File: config.mk
export PLATFORM = sky130hd
export DESIGN_NAME = gbs_iou
export DESIGN_NICKNAME = d
export VERILOG_FILES = /design/src/hw/rtl/gbs_pkg.sv /design/src/hw/rtl/gbs_iou.sv
export SDC_FILE = /design/constraint.sdc
export NUM_CORES = 2
export LEC_CHECK = 0
export BUFFER_PORTS_ARGS = -buffer_cell sky130_fd_sc_hd__buf_2
export CAP_MARGIN = 20
export CORE_ASPECT_RATIO = 0.6
export CORE_UTILIZATION = 40
export CTS_CLUSTER_DIAMETER = 200
export DETAILED_ROUTE_END_ITERATION = 8
export SYNTH_ARGS = -nofsm -noshare
export SYNTH_HDL_FRONTEND = slang
export SYNTH_SLANG_ARGS = --single-unit
export TNS_END_PERCENT = 10
File: constraint.sdc
create_clock -name clk -period 15.3 [get_ports clk]
set_input_delay 1.53 -clock clk [delete_from_list [all_inputs] [get_ports clk]]
set_output_delay 1.53 -clock clk [all_outputs]
set_load 0.05 [all_outputs]
File: src/hw/rtl/gbs_pkg.sv
`timescale 1ns / 1ps
package gbs_pkg;

    localparam int COORD_BITS = 12;
    localparam int CONF_BITS  = 16;
    localparam int THR_BITS   = 17;
    localparam logic [THR_BITS-1:0] THR_RESET = 17'd29491;

    // widths inside the overlap unit
    localparam int EDGE_W = COORD_BITS + 1;
    localparam int AREA_W = 2 * COORD_BITS;
    localparam int INTER_W = 2 * EDGE_W;
    localparam int UNI_W = 2 * COORD_BITS + 1;
    localparam int UNI_LO_W = UNI_W / 2;
    localparam int UNI_HI_W = UNI_W - UNI_LO_W;
    localparam int CMP_W = THR_BITS + UNI_W;

    typedef struct packed {
        logic                  has_box;
        logic [COORD_BITS-1:0] box_x;
        logic [COORD_BITS-1:0] box_y;
        logic [COORD_BITS-1:0] box_w;
        logic [COORD_BITS-1:0] box_h;
        logic [CONF_BITS-1:0]  box_conf;
        logic                  set_last;
    } in_word_t;

    typedef struct packed {
        logic [COORD_BITS-1:0] kept_x;
        logic [COORD_BITS-1:0] kept_y;
        logic [COORD_BITS-1:0] kept_w;
        logic [COORD_BITS-1:0] kept_h;
        logic [CONF_BITS-1:0]  kept_conf;
        logic                  overflowed;
        logic                  kept_last;
    } out_word_t;

    typedef struct packed {
        logic [COORD_BITS-1:0] x;
        logic [COORD_BITS-1:0] y;
        logic [COORD_BITS-1:0] w;
        logic [COORD_BITS-1:0] h;
        logic [CONF_BITS-1:0]  conf;
    } box_t;

    typedef struct packed {
        box_t box;
        logic sup;
    } cell_t;

    typedef struct packed {
        logic insert;
        logic shift;
        logic rotate;
    } cell_ctl_t;

    typedef enum logic [1:0] {
        ST_IDLE,
        ST_POP,
        ST_CMP,
        ST_FLUSH
    } state_t;

endpackage

File: src/hw/rtl/gbs_iou.sv
`timescale 1ns / 1ps
module gbs_iou (
    input  logic                           clk,
    input  gbs_pkg::box_t                  a,
    input  gbs_pkg::box_t                  b,
    input  logic [gbs_pkg::THR_BITS-1:0]   thr,
    output logic                           hit
);

    localparam int EW = gbs_pkg::EDGE_W;

    logic [EW-1:0] ax2, bx2, ay2, by2, ix1, iy1, ix2, iy2, iw, ih;

    logic [gbs_pkg::INTER_W-1:0] inter_reg, inter2_reg, inter3_reg;
    logic [gbs_pkg::AREA_W-1:0]  area_a_reg, area_b_reg;
    logic [gbs_pkg::UNI_W-1:0]   uni_reg;
    logic [gbs_pkg::THR_BITS+gbs_pkg::UNI_LO_W-1:0] p_lo_reg;
    logic [gbs_pkg::THR_BITS+gbs_pkg::UNI_HI_W-1:0] p_hi_reg;
    logic                        uni_zero_reg;
    logic [gbs_pkg::CMP_W-1:0]   lhs, rhs;

    always_comb
    begin
        ax2 = EW'(a.x) + EW'(a.w);
        bx2 = EW'(b.x) + EW'(b.w);
        ay2 = EW'(a.y) + EW'(a.h);
        by2 = EW'(b.y) + EW'(b.h);
        ix1 = (a.x > b.x) ? EW'(a.x) : EW'(b.x);
        iy1 = (a.y > b.y) ? EW'(a.y) : EW'(b.y);
        ix2 = (ax2 < bx2) ? ax2 : bx2;
        iy2 = (ay2 < by2) ? ay2 : by2;
        iw = (ix2 > ix1) ? ix2 - ix1 : '0;
        ih = (iy2 > iy1) ? iy2 - iy1 : '0;
    end

    always_ff @(posedge clk)
    begin
        // products
        inter_reg  <= iw * ih;
        area_a_reg <= a.w * a.h;
        area_b_reg <= b.w * b.h;
        // union
        uni_reg    <= gbs_pkg::UNI_W'(area_a_reg) + gbs_pkg::UNI_W'(area_b_reg)
                      - gbs_pkg::UNI_W'(inter_reg);
        inter2_reg <= inter_reg;
        // threshold times union, in two halves
        p_lo_reg <= thr * uni_reg[gbs_pkg::UNI_LO_W-1:0];
        p_hi_reg <= thr * uni_reg[gbs_pkg::UNI_W-1:gbs_pkg::UNI_LO_W];
        uni_zero_reg <= (uni_reg == '0);
        inter3_reg <= inter2_reg;
    end

    always_comb
    begin
        lhs = gbs_pkg::CMP_W'(inter3_reg) << 16;
        rhs = (gbs_pkg::CMP_W'(p_hi_reg) << gbs_pkg::UNI_LO_W) + gbs_pkg::CMP_W'(p_lo_reg);
        hit = !uni_zero_reg && (lhs > rhs);
    end

endmodule

# --- Word level (Yosys, flattened, before mapping) ---
# Index checks and enable logic that the tools add are counted.
word_totals:
  register_bits: 211
  latch_bits: 0
  ramBits: 0
  romBits: 0
  in_bits: 146
  out_inout_bits: 1
  wordCells: 39
  mem_count: 0
classes:
  add_sub_neg: 9
  mul: 5
  div_mod_pow: 0
  magnitude_cmp: 7
  n_eq_ne: 0
  n_shift: 0
  muxes: 6
  n_bitwise: 0
  reduce_logical: 3
op_table:
  columns: ["cell", "count"]
  rows:
  - ["$add 12x12->13", 4]
  - ["$mux 13", 4]
  - ["$mul 12x12->24", 2]
  - ["$add 42x29->42", 1]
  - ["$gt 42x42->1", 1]
  - ["$mul 17x13->30", 1]
  - ["$mul 17x12->29", 1]
  - ["$gt 13x12->1", 2]
  - ["$lt 13x13->1", 2]
  - ["$mul 13x13->26", 1]
  - ["$sub 13x12->13", 2]
  - ["$add 24x24->25", 1]
  - ["$logic_not 25->1", 1]
  - ["$sub 25x25->25", 1]
  - ["$gt 12x12->1", 2]
  - ["$mux 12", 2]
  - ["$logic_and 1x1->1", 1]
  - ["$logic_not 1->1", 1]

# --- Longest topological paths before layout ---
logic_depth:
  depth_word: 6
  depth_mapped: 53
  ltp_nobuf: 51

# --- Worst setup path after synthesis ---
# Ideal clock, no wire load.
synth_timing:
  path_type: "input to register"
  startpoint: "in b[17] in the netlist's numbering"
  endpoint: "reg inter_reg[25] in the netlist's numbering"
  t_arrival_ns: 11.611
  t_required_ns: 15.171
  path_slack_ns: 3.559
  cell_stages: 51
  path_buffers: 3
  cell_sequence: "clkbuf_1 > inv_1 > fa_1 > nor2b_1 > o21ai_1 > a21boi_1 > o21a_1 > o21ai_0 > nand2b_1 > a21oi_1 > xnor2_1 > ha_1 > and4_1 > o21ai_0 > o21ai_0 > o22a_1 > o211a_1 > nor2_1 > [... 15 more ...] > inv_1 > fa_1 > inv_1 > fa_1 > fa_1 > inv_1 > fa_1 > inv_1 > ha_1 > a21oi_1 > nor2b_1 > a211oi_1 > o21ai_0 > a21bo_2 > o211ai_1 > nand3_1 > o41ai_1 > xnor2_1"
synth_between:
  elab_chain_cells: 6
synth_rtl:
  columns: ["element", "line", "text"]
  rows:
  - ["from (decl)", "gbs_iou.sv:5", "input gbs_pkg::box_t b,"]
  - ["$add 12x12->13 *", "gbs_iou.sv:27", "by2 = EW'(b.y) + EW'(b.h);"]
  - ["$lt 13x13->1", "gbs_iou.sv:31", "iy2 = (ay2 < by2) ? ay2 : by2;"]
  - ["$mux 13 *", "gbs_iou.sv:31", null]
  - ["$sub 13x12->13 or $gt 13x12->1 (tied branches)", "gbs_iou.sv:33", "ih = (iy2 > iy1) ? iy2 - iy1 : '0;"]
  - ["$mux 13 *", "gbs_iou.sv:33", null]
  - ["$mul 13x13->26 *", "gbs_iou.sv:39", "inter_reg <= iw * ih;"]
  - ["to (signal assigned)", "gbs_iou.sv:39", null]
  - ["to (decl)", "gbs_iou.sv:14", "logic [gbs_pkg::INTER_W-1:0] inter_reg, inter2_reg, inter3_reg;"]
# Every way passes the cells marked *; elsewhere a longest branch is shown, timed or not.

# --- Worst setup path in the final report ---
layout_timing:
  startpoint: "in b[16] in the netlist's numbering"
  endpoint: "reg inter_reg[25] in the netlist's numbering"
# The elaborated chain is that of the path after synthesis.

==> key figures <==
Run status
  – Outcome: finished clean

Critical path
  – Sort of element at the start of the critical path: input port
  – Most frequent cell on the critical path: fa_1
  – Max stage delay on crit path: 0.89 ns
  – Crit path buf inv count: 6
  – Critical path endpoint category: flop
  – Required time at the endpoint of the critical path: 15.69 ns
  – Critical path arrival: 14.18 ns
  – Crit Path Category: in2reg
  – Max FO, Critical Path: 59
  – Category of cells accounting for the largest share of critical-path delay: compound AO/OA/AOI/OAI gates
  – Worst-path cell with the longest stage delay: nor2_4
  – Crit path depth: just under 50
  – Logic depth of the worst register-to-register path: 18

STA
  – Number of pins exceeding their max-slew limit in the final report: 0
  – Shortest period the worst path allows: 13.79 ns
  – Worst-margin pin slew: about 1.1 ns
  – Fin crit share: 90.1%
  – Number of hold violations in the final report: 0
  – Worst hold slack: 0.328 ns
  – Unrepaired setup endpoints after global routing: false
  – Setup TNS Final: 0 ns
  – Headroom to the max-slew limit: approximately a quarter
  – Maximum achievable frequency: around 73 MHz
  – Final worst clock skew: 0.0242 ns
  – Number of failing setup endpoints in the final timing report: 0

Final layout
  – Highest-count cells in the layout ignoring fill and taps: inv_1 (905), fa_1 (667), nand2_1 (583), ha_1 (524), and2_1 (286)
  – Synth-to-layout area growth: 5.92%
  – Net total in the final layout: 5946
  – Flip-flop count of the largest register, all copies and words added: 30
  – Fill count: 9745
  – Footprint of the multi-input gates: about 32000 sq um
  – Storage cell area: 4220 sq um
  – Share of final-layout standard cells stronger than drive strength 1: 4.57%
  – Final cell area excluding filler cells: 42800 sq um
  – Final core occ: a little over two fifths
  – Most frequent standard cell in the layout excluding fill and tap cells: inv_1
  – Number of inserted diodes: 0

Placement
  – Quantity of I/O buffers inserted on ports: 114
  – Final estimated routing congestion in global placement: 0.901
  – Cell area reported after detailed placement: between 40000 and 50000 sq um
  – Half-perimeter wire length of the detailed placement result: 85900 um

Clocking
  – CTS tree: built
  – Clk Tree Root Cell: clkbuf_16
  – Number of buffers on the longest clock path: 3
  – Post-CTS Resized: 0
  – Number of hold buffers added after cts: 0
  – Clock-pin slew of the registers on the worst-case setup and hold paths: 0.08 ns
  – Clock Latency Late Sink: 0.52 ns
  – Clock H-tree levels: 1
  – Inserted Clock Buffers: 19
  – Setup repair bufs after CTS: 0
  – Number of clock sinks seen by CTS: 211

Floorplanning
  – Width of the chip: 413 um
  – Std cell rows: roughly 90
  – Core region area: 99200 sq um
  – Vert. Die Dim: 248 um
  – Top-Level Pins: 147
  – Effective utilization at floorplan: 40.8%
  – Total Die Area: 102000 sq um

Worst hold path
  – WHS Path Cells: 0
  – Path category of the worst min-delay check: reg2reg

Synth
  – Async SR Flop Fraction: 0%
  – Fraction of the yosys area taken by sequential cells: 10.4%
  – Flip-flop and latch count after synthesis: ~210
  – Synthesized net count: 5948
  – Post-synthesis cell type count: 73
  – Synth warnings: 0
  – Post-Syn Area per Cell: 8.77 sq um
  – Flip-flop cell with the highest count after synthesis: dfxtp_1
  – Number of cells produced by synthesis: 4611
  – Number of synthesized flops with an enable pin: 0
  – Post-synthesis instance area: roughly 40000 sq um

Flow run
  – Number of violations of the max-capacitance limit: 0

GRT
  – First-pass GRT wire length: 171000 um
  – Initial antenna violation count: 3
  – Number of global-route vias before repair: 31000
  – GRT Util Overall: 21.1%
  – Total global routing overflow: 0
  – Pin count of the biggest net entering global routing: 60

Detailed routing
  – Via count: 30400
  – DR vias/cell: 5.13
  – DRC violations left: 0
  – Number of iterations in the first detailed-routing pass: 5
  – Wirelength, routed: approximately 100000 um
  – Routed wirelength normalized by instance count: 17.4 um
  – Antenna Nets Post-Route: 0
  – Number of violations reported at the end of detailed-routing iteration 0: approximately 2300
[cells by family after synthesis]
group / count (synthesis) / synth area share [%]
and+or+nand+nor: 1331 / 16.0
adders and majority gates: 1191 / 49.2
buffers and inverters: 1078 / 10.1
AOI/OAI and AO/OA: 563 / 9.07
DFF: 211 / 10.4
xor gates and xnor gates: 203 / 4.40
muxes: 34 / 0.851
[through the flow]
stage,setup slack [ns],std cells
6_report,1.51,5938
5_1_grt,0.404,5938
4_1_cts,1.76,5938
3_5_place_dp,1.27,5907
3_3_place_gp,1.46,5905
2_1_floorplan,3.56,4611
[cell type report]
class	count	share of cell area (%)
clock buffers	22	1.18
multi-input cells	3322	75.1
clock inverters	9	0.128
well taps	1319	3.85
inverters	906	7.94
repair buffers	149	1.94
flip-flops and latches	211	9.86
[metal layers]
| metal | global-route usage, % | up-vias | share of wire, % |
|---|---|---|---|
| met5 | 1.26 | - | 0.18 |
| met4 | 1.63 | 4 | 0.67 |
| met3 | 3.42 | 70 | 7.6 |
| met2 | 29.7 | 820 | 39 |
| met1 | 34.1 | 15100 | 53 |
| li1 | - | 14400 | - |
[cell usage after synthesis (6+ instances only)]
cell type    n  area (sq um)
nor3_1      60           300
and2_1     286          1790
clkbuf_1   155           582
and3_1      52           325
dfxtp_1    211          4220
a21oi_1    151           756
xor2_1      45           394
buf_2       12          60.1
o21ai_1      8          40.0
o41ai_1      6          52.6
a31o_2      10          87.6
a21o_1      87           653
or3_1       18           113
nor4_1      15          93.8
o21a_1      39           293
or2_2        7          43.8
nand3_1     80           400
a21boi_0    16           120
a211oi_1    16           120
a31oi_1     14          87.6
xnor2_1    158          1380
ha_1       524          6560
o21bai_1    26           195
fa_1       667         13400
nor2b_1     34           213
nand2_1    583          2190
o211ai_1    10          75.1
o21ai_0    114           571
mux2i_1     31           310
inv_1      905          3400
nand3b_1    14           105
and4_1       6          52.6
a311oi_1     8          70.1
nor2_1     114           428
nand4_1     21           131
nand2b_1    31           194
[worst paths after layout]
path                                from                     end  slack, ns
setup / recovery                   b[16]   inter_reg[25]$_DFF_P_       1.51
hold / removal    inter2_reg[13]$_DFF_P_  inter3_reg[13]$_DFF_P_       0.33
setup reg to reg     uni_reg[13]$_DFF_P_    p_hi_reg[28]$_DFF_P_       8.88
hold reg to reg   inter2_reg[13]$_DFF_P_  inter3_reg[13]$_DFF_P_       0.33
Power is left out: the tool's default activity adds up to more than one toggle a clock period on the data nets, which glitch-free logic cannot reach.
