===== src/hw/rtl/gbs_pkg.sv =====
`timescale 1ns / 1ps
package gbs_pkg;

    localparam int COORD_BITS = 12;
    localparam int CONF_BITS  = 16;
    localparam int THR_BITS   = 17;
    localparam logic [THR_BITS-1:0] THR_RESET = 17'd29491;

    // widths inside the overlap unit
    localparam int EDGE_W = COORD_BITS + 1;
    localparam int AREA_W = 2 * COORD_BITS;
    localparam int INTER_W = 2 * EDGE_W;
    localparam int UNI_W = 2 * COORD_BITS + 1;
    localparam int UNI_LO_W = UNI_W / 2;
    localparam int UNI_HI_W = UNI_W - UNI_LO_W;
    localparam int CMP_W = THR_BITS + UNI_W;

    typedef struct packed {
        logic                  has_box;
        logic [COORD_BITS-1:0] box_x;
        logic [COORD_BITS-1:0] box_y;
        logic [COORD_BITS-1:0] box_w;
        logic [COORD_BITS-1:0] box_h;
        logic [CONF_BITS-1:0]  box_conf;
        logic                  set_last;
    } in_word_t;

    typedef struct packed {
        logic [COORD_BITS-1:0] kept_x;
        logic [COORD_BITS-1:0] kept_y;
        logic [COORD_BITS-1:0] kept_w;
        logic [COORD_BITS-1:0] kept_h;
        logic [CONF_BITS-1:0]  kept_conf;
        logic                  overflowed;
        logic                  kept_last;
    } out_word_t;

    typedef struct packed {
        logic [COORD_BITS-1:0] x;
        logic [COORD_BITS-1:0] y;
        logic [COORD_BITS-1:0] w;
        logic [COORD_BITS-1:0] h;
        logic [CONF_BITS-1:0]  conf;
    } box_t;

    typedef struct packed {
        box_t box;
        logic sup;
    } cell_t;

    typedef struct packed {
        logic insert;
        logic shift;
        logic rotate;
    } cell_ctl_t;

    typedef enum logic [1:0] {
        ST_IDLE,
        ST_POP,
        ST_CMP,
        ST_FLUSH
    } state_t;

endpackage


===== src/hw/rtl/gbs_cell.sv =====
`timescale 1ns / 1ps
module gbs_cell (
    input  logic              clk,
    input  gbs_pkg::cell_ctl_t ctl,
    input  logic              valid,
    input  logic              tail,
    input  logic              left_keep,
    input  gbs_pkg::box_t     new_box,
    input  gbs_pkg::cell_t    left,
    input  gbs_pkg::cell_t    right,
    input  gbs_pkg::cell_t    head,
    output logic              keep,
    output gbs_pkg::cell_t    data
);

    gbs_pkg::cell_t data_reg;
    gbs_pkg::cell_t data_next;

    // sorted descending, so the cells that keep their box form a prefix
    assign keep = valid && (data_reg.box.conf >= new_box.conf);
    assign data = data_reg;

    always_comb
    begin
        data_next = data_reg;
        priority if (ctl.insert)
        begin
            if (!keep)
            begin
                if (left_keep)
                begin
                    data_next.box = new_box;
                    data_next.sup = 1'b0;
                end
                else
                begin
                    data_next = left;
                end
            end
        end
        else if (ctl.shift)
        begin
            data_next = right;
        end
        else if (ctl.rotate)
        begin
            data_next = tail ? head : right;
        end
    end

    always_ff @(posedge clk)
    begin
        data_reg <= data_next;
    end

endmodule


===== config.mk =====
export PLATFORM = sky130hd
export DESIGN_NAME = gbs_cell
export DESIGN_NICKNAME = d
export VERILOG_FILES = /design/src/hw/rtl/gbs_pkg.sv /design/src/hw/rtl/gbs_cell.sv
export SDC_FILE = /design/constraint.sdc
export NUM_CORES = 1
export LEC_CHECK = 0
export BUFFER_PORTS_ARGS = -buffer_cell sky130_fd_sc_hd__buf_4
export CAP_MARGIN = 40
export CORE_AREA = 2 2 130 132
export DETAILED_ROUTE_END_ITERATION = 16
export DIE_AREA = 0 0 132 134
export PLACE_DENSITY = 0.7
export SKIP_LAST_GASP = 1
export SLEW_MARGIN = 5
export SYNTH_ARGS = -nofsm -noshare
export SYNTH_HDL_FRONTEND = slang
export SYNTH_SLANG_ARGS = --single-unit

===== constraint.sdc =====
create_clock -name clk -period 6.6 [get_ports clk]
set_clock_uncertainty 0.1 [all_clocks]
set_input_delay 0.66 -clock clk [delete_from_list [all_inputs] [get_ports clk]]
set_output_delay 0.66 -clock clk [all_outputs]
set_load 0.05 [all_outputs]

## Word-level counts from Yosys, hierarchy flattened

Index checks and enable logic that the tools add are counted.

| storage, ports and cells | value |
|---|---|
| register bits | 65 |
| latch bits | 0 |
| memory bits (writable) | 0 |
| bits in read-only memories | 0 |
| input bits | 266 |
| output and inout bits | 66 |
| word-level logic and storage cells | 17 |
| memories kept | 0 |

| operators by class | value |
|---|---|
| add/sub/neg operators | 0 |
| multipliers | 0 |
| divide/modulo/power cells | 0 |
| magnitude comparators | 1 |
| equal/unequal tests | 1 |
| shift-type cells | 0 |
| mux-type cells | 6 |
| bitwise gates (word level) | 0 |
| reduce and logical (&&, ||, !) cells | 3 |

Operators by type and width:

| cell | count |
|---|---|
| 65-bit two-way mux | 6 |
| 16-bit >= comparator | 1 |
| 3-bit nonzero test | 1 |
| 2-bit != test (second input constant) | 1 |
| 2-bit AND reduction | 1 |
| 1-bit logical AND | 1 |

## Depth between registers and ports, before layout

Gate-level depths: netlist of the first run.

| logic depth | value |
|---|---|
| depth in word-level cells | 4 |
| mapped depth | 6 |
| gate-level depth less buffers | 6 |

## Worst setup path after synthesis of the first run

Ideal clock, no wire load.

| timing path | value |
|---|---|
| path kind | register to register |
| start point | register data_reg, in the netlist data[1] |
| end point | register data_reg, in the netlist data[0] (enable) |
| library setup time | 584 ps |
| arrival time | 6437 ps |
| required time | 5916 ps |
| slack | -521 ps |
| stages on the path, launching flop included | 7 |
| path buffers | 0 |
| clock period less this slack | 7121 ps |
| path through | edfxtp_1 -> inv_1 -> ha_1 -> nand2b_1 -> a2111oi_2 -> nor4_1 -> o31ai_1 |

| between the ends | value |
|---|---|
| cells in the longest elaborated chain, start to end | 4 |

RTL lines:

| item | RTL line | text |
|---|---|---|
| from (decl) | gbs_cell.sv:16 | `gbs_pkg::cell_t data_reg;` |
| from (signal assigned) | gbs_cell.sv:53 | `data_reg <= data_next;` |
| 16-bit >= comparator | gbs_cell.sv:20 | `assign keep = valid && (data_reg.box.conf >= new_box.conf);` |
| 1-bit logical AND | gbs_cell.sv:20 |  |
| 2-bit != test (no source line) | -- |  |
| 2-bit AND reduction (no source line) | -- |  |

Every way passes these cells.
A chain may end at the register's enable or synchronous reset.

## Final worst setup path of the first run

| timing path | value |
|---|---|
| start point | input port new_box[15] (netlist bit) |
| end point | output port keep |

| between the ends | value |
|---|---|
| cells in the longest elaborated chain, start to end | 2 |

RTL lines:

| item | RTL line | text |
|---|---|---|
| from (decl) | gbs_cell.sv:8 | `input gbs_pkg::box_t new_box,` |
| 16-bit >= comparator | gbs_cell.sv:20 |  |
| 1-bit logical AND | gbs_cell.sv:20 |  |
| to (decl) | gbs_cell.sv:12 | `output logic keep,` |

Every way passes these cells.

==> results of run 1 <==
[area by class of cell]
type,instances,area share
Timing Repair Buffer,337,0.343
Clock inverter,5,0.0108
Multi-Input combinational cell,305,0.307
Sequential cell,65,0.263
Inverter,16,0.00809
Clock buffer,11,0.0314
Tap cell,220,0.0371
[layer usage]
layer / part of all wire / wire, um / track usage / vias up
li1: - / - / - / 2218
met1: 0.38 / 5910 / 0.188 / 1996
met2: 0.51 / 7860 / 0.305 / 199
met3: 0.088 / 1360 / 0.0537 / 19
met4: 0.021 / 323 / 0.0610 / 0
met5: 0 / 0 / 0 / -
[metrics by stage]
step	utilization	hold slack, ps	setup WS [ps]
detailed placement	0.436	908	3550
CTS	0.456	560	3610
global placement	0.435	891	3560
floorplan	-	782	1510
finish	0.456	577	3600
global route	0.456	566	3490
[cell usage in the layout (no fill, tap or decap)]
cell | Yosys | layout
a2bb2oi_1 | 1 | 1
buf_4 | 3 | 336
nand4_1 | 2 | 2
nand2_1 | 4 | 4
inv_1 | 16 | 16
nand2b_1 | 1 | 1
a211o_1 | 1 | 1
clkinv_4 | 0 | 1
buf_12 | 0 | 1
a2111oi_2 | 1 | 1
a211oi_1 | 64 | 64
mux2_2 | 1 | 1
nand3b_1 | 1 | 1
nor2b_4 | 0 | 1
o31ai_4 | 0 | 1
nor2b_1 | 64 | 64
a21oi_1 | 69 | 69
edfxtp_1 | 65 | 65
or2_1 | 1 | 1
nor3_1 | 1 | 1
o21a_1 | 2 | 2
clkbuf_1 | 16 | 2
o21bai_1 | 1 | 1
clkinv_1 | 0 | 1
ha_1 | 16 | 16
nor2_1 | 3 | 3
o21ai_0 | 2 | 2
clkbuf_16 | 0 | 9
bufinv_16 | 0 | 2
nor4_1 | 1 | 1
mux2i_1 | 65 | 65
nand4_2 | 1 | 1
o41ai_1 | 1 | 1
clkinvlp_4 | 0 | 1
[worst paths after layout]
check	slack [ps]	start	endpoint	depth (start not counted)
worst min-delay path	580	left[0]	data[0]	3
worst max-delay path	3600	new_box[15]	keep	8
worst min register to register	1160	data[15]	data[2]	5
worst max register to register	4020	data[1]	data[42]	7
[critical path, stage by stage]
cell	delay, ps
buf_4	80
inv_1	30
ha_1	320
nand4_2	150
or2_1	270
o41ai_1	370
o21a_1	150
buf_4	190
[logic make-up (layout without fill, tap and decap cells)]
logic type,after synthesis,in the layout,synth area share
DFF,65,65,0.440
AOI/OAI and AO/OA,143,143,0.204
muxes,66,66,0.149
adders and majority gates,16,16,0.0451
buffers and inverters,52,369,0.0513
and+or+nand+nor,80,80,0.111
[power by group through the flow]
stage                     registers, W  logic, W  clock network [W]
final                         0.000541  0.000575           0.000503
after detailed placement      0.000550  0.000579                  0
after global routing          0.000546  0.000611           0.000538
after CTS                     0.000542  0.000579           0.000520
after global placement        0.000548  0.000573                  0
after floorplan               0.000731  0.000153                  0
==> flow_metrics.py, run 1 <==
metrics = {
    "die": {
        "coreArea_sq_um": 16300,
        "die_h_um": 134,
        "io_pins": 332,
        "rows": 47,
        "start_util": 0.273,
        "die_area_sq_um": 17700,
        "fp.dieW_um": 132,
    },
    "pwr": {
        "internal_power_w": 0.00109,
        "p_sw_w": 0.000531,
        "power.density_nw_per_um2": 218,
        "total_power_w": 0.00162,
        "p_sw_frac": 0.328,
        "p_leak_nw": 3.40,
        "combPwrFrac": 0.355,
        "clockPowerShare": 0.311,
        "ir_drop_uv": 133,
        "p_seq_frac": 0.334,
    },
    "global_route": {
        "antenna_found_initial": 0,
        "grtUsageTotal": 0.169,
        "grt_overflow": 0,
        "grt_pass1_wl_mm": 23.4,
        "grt_max_degree": 80,
        "first_global_vias": 4443,
    },
    "clocking": {
        "clk_pin_slew_ps": 50,
        "tritoncts": "yes",
        "cts_max_level": 3,
        "cts_made_buffers": 9,
        "clock_path_buffers": 2,
        "cts_root_buf": "clkbuf_16",
        "holdBufCountCts": 0,
        "cts_setup_buffers": 0,
        "cts_resized": 0,
        "insertion_delay_ps": 330,
        "clkSinkCount": 65,
    },
    "setup_path": {
        "start_kind": "input pin",
        "path_max_fanout": 4,
        "endpoint_kind": "output pin",
        "crit_type": "input pin to output pin",
        "crit_arrival_ps": 2240,
        "required_ps": 5840,
    },
    "routing": {
        "wl_mm": 15.5,
        "vias_per_cell": 4.62,
        "drc": 0,
        "vias": 4432,
        "antenna_left": 0,
        "drtIter0Drc": 142,
        "firstDrtPassIters": 4,
        "routedWlPerCell_um": 16.1,
    },
    "worst_hold_path": {
        "hold_path.class": "input pin to register",
    },
    "logic_synthesis": {
        "synth-seq-cells": 65,
        "ys_dominant_reg_cell": "edfxtp_1",
        "synth_area_leaders": "edfxtp_1, mux2i_1, a211oi_1, nor2b_1, a21oi_1",
        "synth_area_sq_um": 4440,
        "ys_types": 29,
        "synth_fp_nets": 704,
        "synth_cells": 422,
        "synth.avg_cell_area_sq_um": 10.5,
        "yosys_warnings": 0,
        "synth_top_area_frac": 0.440,
        "yosysSeqAreaShare": 0.440,
        "synthArstFlopShare": 0,
        "ys_top_cells_by_count": "a21oi_1, edfxtp_1, mux2i_1",
        "synth_top_area_cell": "edfxtp_1",
        "yosysMostFrequentCell": "a21oi_1",
        "synth_edf_count": 65,
    },
    "final_layout": {
        "antennaDiodeCount": 0,
        "nNetsFinal": 1016,
        "design_area_sq_um": 7420,
        "num-fill-cells": 1599,
        "fin_cells": 959,
        "area_growth_pct": 67.1,
        "multiInputGateArea_sq_um": 2280,
        "drive_above_1_share": 0.480,
        "regArea_sq_um": 1950,
        "largest_reg_flops": 65,
    },
    "placement": {
        "place_area_sq_um": 7110,
        "numPlacedInstances": 943,
        "port_buffers": 331,
        "gp_congestion": 0.791,
        "dp_hpwl_mm": 12.3,
    },
    "timing": {
        "setup_viol": 0,
        "grt_setup_unrepaired": "false",
        "fmax_mhz": 334,
        "worst_slew_pin_slew_ps": 884,
        "post-route-period-util": 0.454,
        "period_minus_slack_ps": 3000,
        "fin_setup_tns_ps": 0,
        "hold_viol": 0,
        "slew_viol_final": 0,
        "maxSlewHeadroom": 0.411,
    },
    "job": {
        "cap_violations": 0,
    },
    "run_status": {
        "status": "completed",
    },
}
(Power assumes the default switching activity.)
==> run 2: changes to the inputs <==
==> constraint.sdc (replaced) <==
create_clock -name clk -period 2.6 [get_ports clk]
set_clock_uncertainty 0.1 [all_clocks]
set_input_delay 0.26 -clock clk [delete_from_list [all_inputs] [get_ports clk]]
set_output_delay 0.26 -clock clk [all_outputs]
set_load 0.05 [all_outputs]
==> flow_metrics.py, run 2 (synthesized netlist as in run 1, its figures left out) <==
metrics = {
    "pwr": {
        "p_leak_nw": 3.45,
        "clockPowerShare": 0.282,
        "ir_drop_uv": 272,
        "p_sw_w": 0.00134,
        "total_power_w": 0.00402,
        "combPwrFrac": 0.377,
        "internal_power_w": 0.00269,
        "power.density_nw_per_um2": 530,
        "p_sw_frac": 0.332,
        "p_seq_frac": 0.341,
    },
    "run_status": {
        "status": "completed",
    },
    "placement": {
        "place_area_sq_um": 7250,
        "gp_congestion": 0.826,
        "port_buffers": 331,
        "dp_hpwl_mm": 12.0,
    },
    "die": {
        "rows": 47,
        "start_util": 0.273,
        "die_h_um": 134,
        "die_area_sq_um": 17700,
        "io_pins": 332,
        "coreArea_sq_um": 16300,
        "fp.dieW_um": 132,
    },
    "global_route": {
        "grtUsageTotal": 0.164,
        "grt_max_degree": 69,
        "antenna_found_initial": 0,
        "first_global_vias": 4438,
        "grt_overflow": 0,
        "grt_pass1_wl_mm": 22.6,
    },
    "clocking": {
        "clk_pin_slew_ps": 50,
        "cts_made_buffers": 9,
        "cts_root_buf": "clkbuf_16",
        "tritoncts": "yes",
        "cts_max_level": 3,
        "cts_setup_buffers": 0,
        "insertion_delay_ps": 320,
        "clock_path_buffers": 2,
        "clkSinkCount": 65,
    },
    "routing": {
        "vias_per_cell": 4.62,
        "routedWlPerCell_um": 15.7,
        "drc": 0,
        "wl_mm": 15.1,
        "drtIter0Drc": 177,
        "firstDrtPassIters": 4,
        "antenna_left": 0,
        "vias": 4441,
    },
    "final_layout": {
        "nNetsFinal": 1020,
        "drive_above_1_share": 0.493,
        "design_area_sq_um": 7590,
        "multiInputGateArea_sq_um": 2390,
        "final_cell_mix": "buf_4, a21oi_1, mux2i_1, edfxtp_1",
        "layout_commonest_cell": "buf_4",
        "num-fill-cells": 1576,
        "antennaDiodeCount": 0,
        "area_growth_pct": 70.9,
        "regArea_sq_um": 1950,
        "largest_reg_flops": 65,
    },
    "setup_path": {
        "r2r-end": "data[38]",
        "reg2reg_from": "data[6]",
        "crit_arrival_ps": 2030,
        "crit_type": "register to output pin",
        "required_ps": 2240,
        "path_max_fanout": 4,
        "r2r_slack_ps": 220,
        "start_kind": "register",
        "endpoint_kind": "output pin",
        "r2r_cells": 6,
    },
    "timing": {
        "maxSlewHeadroom": 0.697,
        "worst_slew_pin_slew_ps": 451,
        "slew_viol_final": 0,
        "fin_setup_tns_ps": 0,
        "post-route-period-util": 0.921,
        "hold_viol": 0,
        "grt_setup_unrepaired": "false",
        "setup_viol": 0,
        "fmax_mhz": 418,
        "period_minus_slack_ps": 2390,
    },
    "worst_hold_path": {
        "hold_start": "left[0]",
        "holdPathEnd": "data[0]",
        "hold_path.class": "input pin to register",
        "worstHoldPathCells": 3,
    },
    "job": {
        "cap_violations": 0,
    },
}
-- run 2: timing repair --
action	in CTS	in global routing
gates resized for setup	2	5
endpoints found under the setup margin	1	1
endpoints found under the hold margin	0	0
pin swaps	0	2
hold buffers	0	0
-- run 2: per-stage QoR --
step / instances / worst slack [ps] / util / hold slack, ps
global route: 962 / 94.6 / 0.466 / 163
CTS: 962 / 24.9 / 0.463 / 143
global placement: 947 / 286 / 0.445 / 491
finish: 962 / 207 / 0.466 / 155
detailed placement: 947 / 235 / 0.445 / 491
floorplan: 422 / -1150 / - / 382
-- run 2: worst max-delay path, cell delays in order, from the launching register on --
cell and delay [ps]:
edfxtp_1 420, ha_4 310, nand4_4 130, or2_4 280
o41ai_2 210, o21a_1 200, buf_6 160
-- run 2: area by class of cell --
class | instances | share of cell area
clock inverter | 6 | 0.00660
clock buffer | 9 | 0.0297
inverter | 16 | 0.00791
sequential | 65 | 0.257
tap | 220 | 0.0363
timing repair buffer | 341 | 0.348
multi-input combinational | 305 | 0.315
-- run 2: worst max-delay path by stage --
stage,from,to
final,data[14],keep
after global routing,data[14],keep
after CTS,data[14],keep
after detailed placement,data[6],data[42]
after global placement,data[6],data[40]
after floorplan,data[1],data[0]
-- run 2: power groups by stage --
stage / registers [W] / clock network, W / logic, W
CTS: 0.00137 / 0.00118 / 0.00151
global route: 0.00139 / 0.00122 / 0.00161
finish: 0.00137 / 0.00113 / 0.00152
detailed placement: 0.00139 / 0 / 0.00151
global placement: 0.00139 / 0 / 0.00150
floorplan: 0.00185 / 0 / 0.000406
-- run 2: layer usage --
| metal | routed length, um | global-route usage | vias to the layer above |
|---|---|---|---|
| li1 | - | - | 2231 |
| met1 | 6160 | 0.186 | 1988 |
| met2 | 7570 | 0.294 | 201 |
| met3 | 1060 | 0.0506 | 21 |
| met4 | 295 | 0.0501 | 0 |
| met5 | 0 | 0 | - |
==> run 3: changes to the inputs <==
--- a/config.mk
+++ b/config.mk
@@ -7,10 +7,10 @@
 export LEC_CHECK = 0
 export BUFFER_PORTS_ARGS = -buffer_cell sky130_fd_sc_hd__buf_4
 export CAP_MARGIN = 40
-export CORE_AREA = 2 2 130 132
+export CORE_AREA = 2 2 129 131
 export DETAILED_ROUTE_END_ITERATION = 16
-export DIE_AREA = 0 0 132 134
-export PLACE_DENSITY = 0.7
+export DIE_AREA = 0 0 131 133
+export PLACE_DENSITY = 0.69
 export SKIP_LAST_GASP = 1
 export SLEW_MARGIN = 5
 export SYNTH_ARGS = -nofsm -noshare
==> constraint.sdc (replaced) <==
create_clock -name clk -period 2.41 [get_ports clk]
set_clock_uncertainty 0.1 [all_clocks]
set_input_delay 0.241 -clock clk [delete_from_list [all_inputs] [get_ports clk]]
set_output_delay 0.241 -clock clk [all_outputs]
set_load 0.05 [all_outputs]
==> flow_metrics.py, run 3 (synthesized netlist as in run 1, its figures left out) <==
metrics = {
    "final_layout": {
        "antennaDiodeCount": 0,
        "fin_util": 0.481,
        "fin_cells": 973,
        "area_growth_pct": 75.1,
        "num-fill-cells": 1582,
        "layout_commonest_cell": "buf_4",
        "final_cell_mix": "buf_4, a21oi_1, mux2i_1, edfxtp_1",
        "largest_reg_flops": 65,
        "nNetsFinal": 1030,
        "drive_above_1_share": 0.510,
        "design_area_sq_um": 7780,
    },
    "die": {
        "io_pins": 332,
        "start_util": 0.275,
        "die_area_sq_um": 17400,
        "fp.dieW_um": 131,
        "coreArea_sq_um": 16200,
        "rows": 47,
        "die_h_um": 133,
    },
    "global_route": {
        "grt_overflow": 0,
        "grtUsageTotal": 0.171,
        "first_global_vias": 4429,
        "grt_pass1_wl_mm": 22.6,
        "grt_max_degree": 60,
        "antenna_found_initial": 0,
    },
    "routing": {
        "wl_met1_mm": 6.29,
        "drc": 0,
        "vias": 4478,
        "dr_wl_met2_mm": 8.07,
        "firstDrtPassIters": 4,
        "wl_mm": 15.9,
        "wl_met3_mm": 1.21,
        "antenna_left": 0,
        "vias_per_cell": 4.60,
        "routedWlPerCell_um": 16.3,
        "drtIter0Drc": 121,
        "maxUsedRoutingLayer": "met4",
    },
    "setup_path": {
        "start_kind": "register",
        "r2r-end": "data[14]",
        "path_max_fanout": 2,
        "reg2reg_from": "data[1]",
        "required_ps": 2070,
        "r2r_slack_ps": 60,
        "endpoint_kind": "output pin",
        "crit_type": "register to output pin",
        "crit_arrival_ps": 2010,
        "r2r_cells": 8,
        "crit_path_start": "data[1]",
    },
    "clocking": {
        "cts_made_buffers": 9,
        "clk_pin_slew_ps": 50,
        "cts_root_buf": "clkbuf_16",
        "clock_path_buffers": 2,
        "insertion_delay_ps": 330,
        "cts_max_level": 3,
        "tritoncts": "yes",
        "clkSinkCount": 65,
    },
    "timing": {
        "setup_slack_ps": 58.0,
        "fmax_mhz": 425,
        "post-route-period-util": 0.976,
        "period_minus_slack_ps": 2350,
        "hold_slack_ps": 135,
        "hold_viol": 0,
        "worst_slew_pin_slew_ps": 396,
        "grt_setup_unrepaired": "true",
        "slew_viol_final": 0,
        "maxSlewHeadroom": 0.734,
        "setup_viol": 0,
    },
    "worst_hold_path": {
        "hold_start": "left[0]",
        "holdPathEnd": "data[0]",
        "worstHoldPathCells": 3,
        "hold_path.class": "input pin to register",
    },
    "run_status": {
        "status": "completed",
    },
    "placement": {
        "dp_slack_ps": 71.0,
        "port_buffers": 331,
        "numPlacedInstances": 948,
        "dp_hpwl_mm": 12.3,
        "place_area_sq_um": 7260,
        "gp_congestion": 0.778,
    },
    "pwr": {
        "ir_drop_uv": 350,
        "power.density_nw_per_um2": 575,
        "p_leak_nw": 3.53,
    },
    "job": {
        "cap_violations": 0,
    },
}
[run 3: cell count changes in the layout (fill, tap and decap cells not counted), moves of 2 or more]
cell	delta
clkinvlp_4	+2
buf_4	+5
clkbuf_16	+3
clkinv_1	-3
[run 3: report_power, final]
part | switching (W) | leakage (nW) | internal, W
Combinational | 0.000969 | 2.74 | 0.000745
Sequential | 0.0000538 | 0.651 | 0.00143
Clock | 0.000484 | 0.136 | 0.000793
Total | 0.00151 | 3.53 | 0.00297
[run 3: timing repair]
item	in CTS	in global routing
buffers inserted	2	3
resized for setup	6	9
cloned	0	4
pin swaps	4	2
hold buffers	0	0
setup endpoints to repair	1	66
[run 3: critical path, cell delays in order (launching register included)]
cell and delay, ps:
edfxtp_1 390, inv_1 70, ha_1 210, nand2b_4 150, a2111oi_4 370, o41ai_2 130
o21a_2 220, buf_8 150
[run 3: how the worst max path moves through the flow]
stage,to,slack (ps),depth (start not counted)
global placement,data[45],70,6
floorplan,data[0],-1340,6
CTS,keep,-4,7
global route,keep,-40,6
finish,keep,60,7
detailed placement,data[45],70,6
[run 3: area by class of cell]
type | instances | area [sq um] | share of cell area
repair buffers | 351 | 2780 | 0.357
inverters | 16 | 60.1 | 0.00772
clock inverters | 6 | 58.8 | 0.00756
flip-flops and latches | 65 | 1950 | 0.251
multi-input cells | 305 | 2420 | 0.312
clock buffers | 10 | 229 | 0.0294
well taps | 220 | 275 | 0.0354
[run 3: routing by layer]
metal	track usage	up-vias
met1	0.192	2023
met5	0	-
met2	0.306	176
li1	-	2258
met3	0.0501	21
met4	0.0597	0
[run 3: through the flow]
stage | total power [W] | TNS (ps)
2_1_floorplan | 0.00244 | -87120
3_3_place_gp | 0.00311 | 0
6_report | 0.00447 | 0
5_1_grt | 0.00468 | -479
4_1_cts | 0.00445 | -4.08
3_5_place_dp | 0.00313 | 0
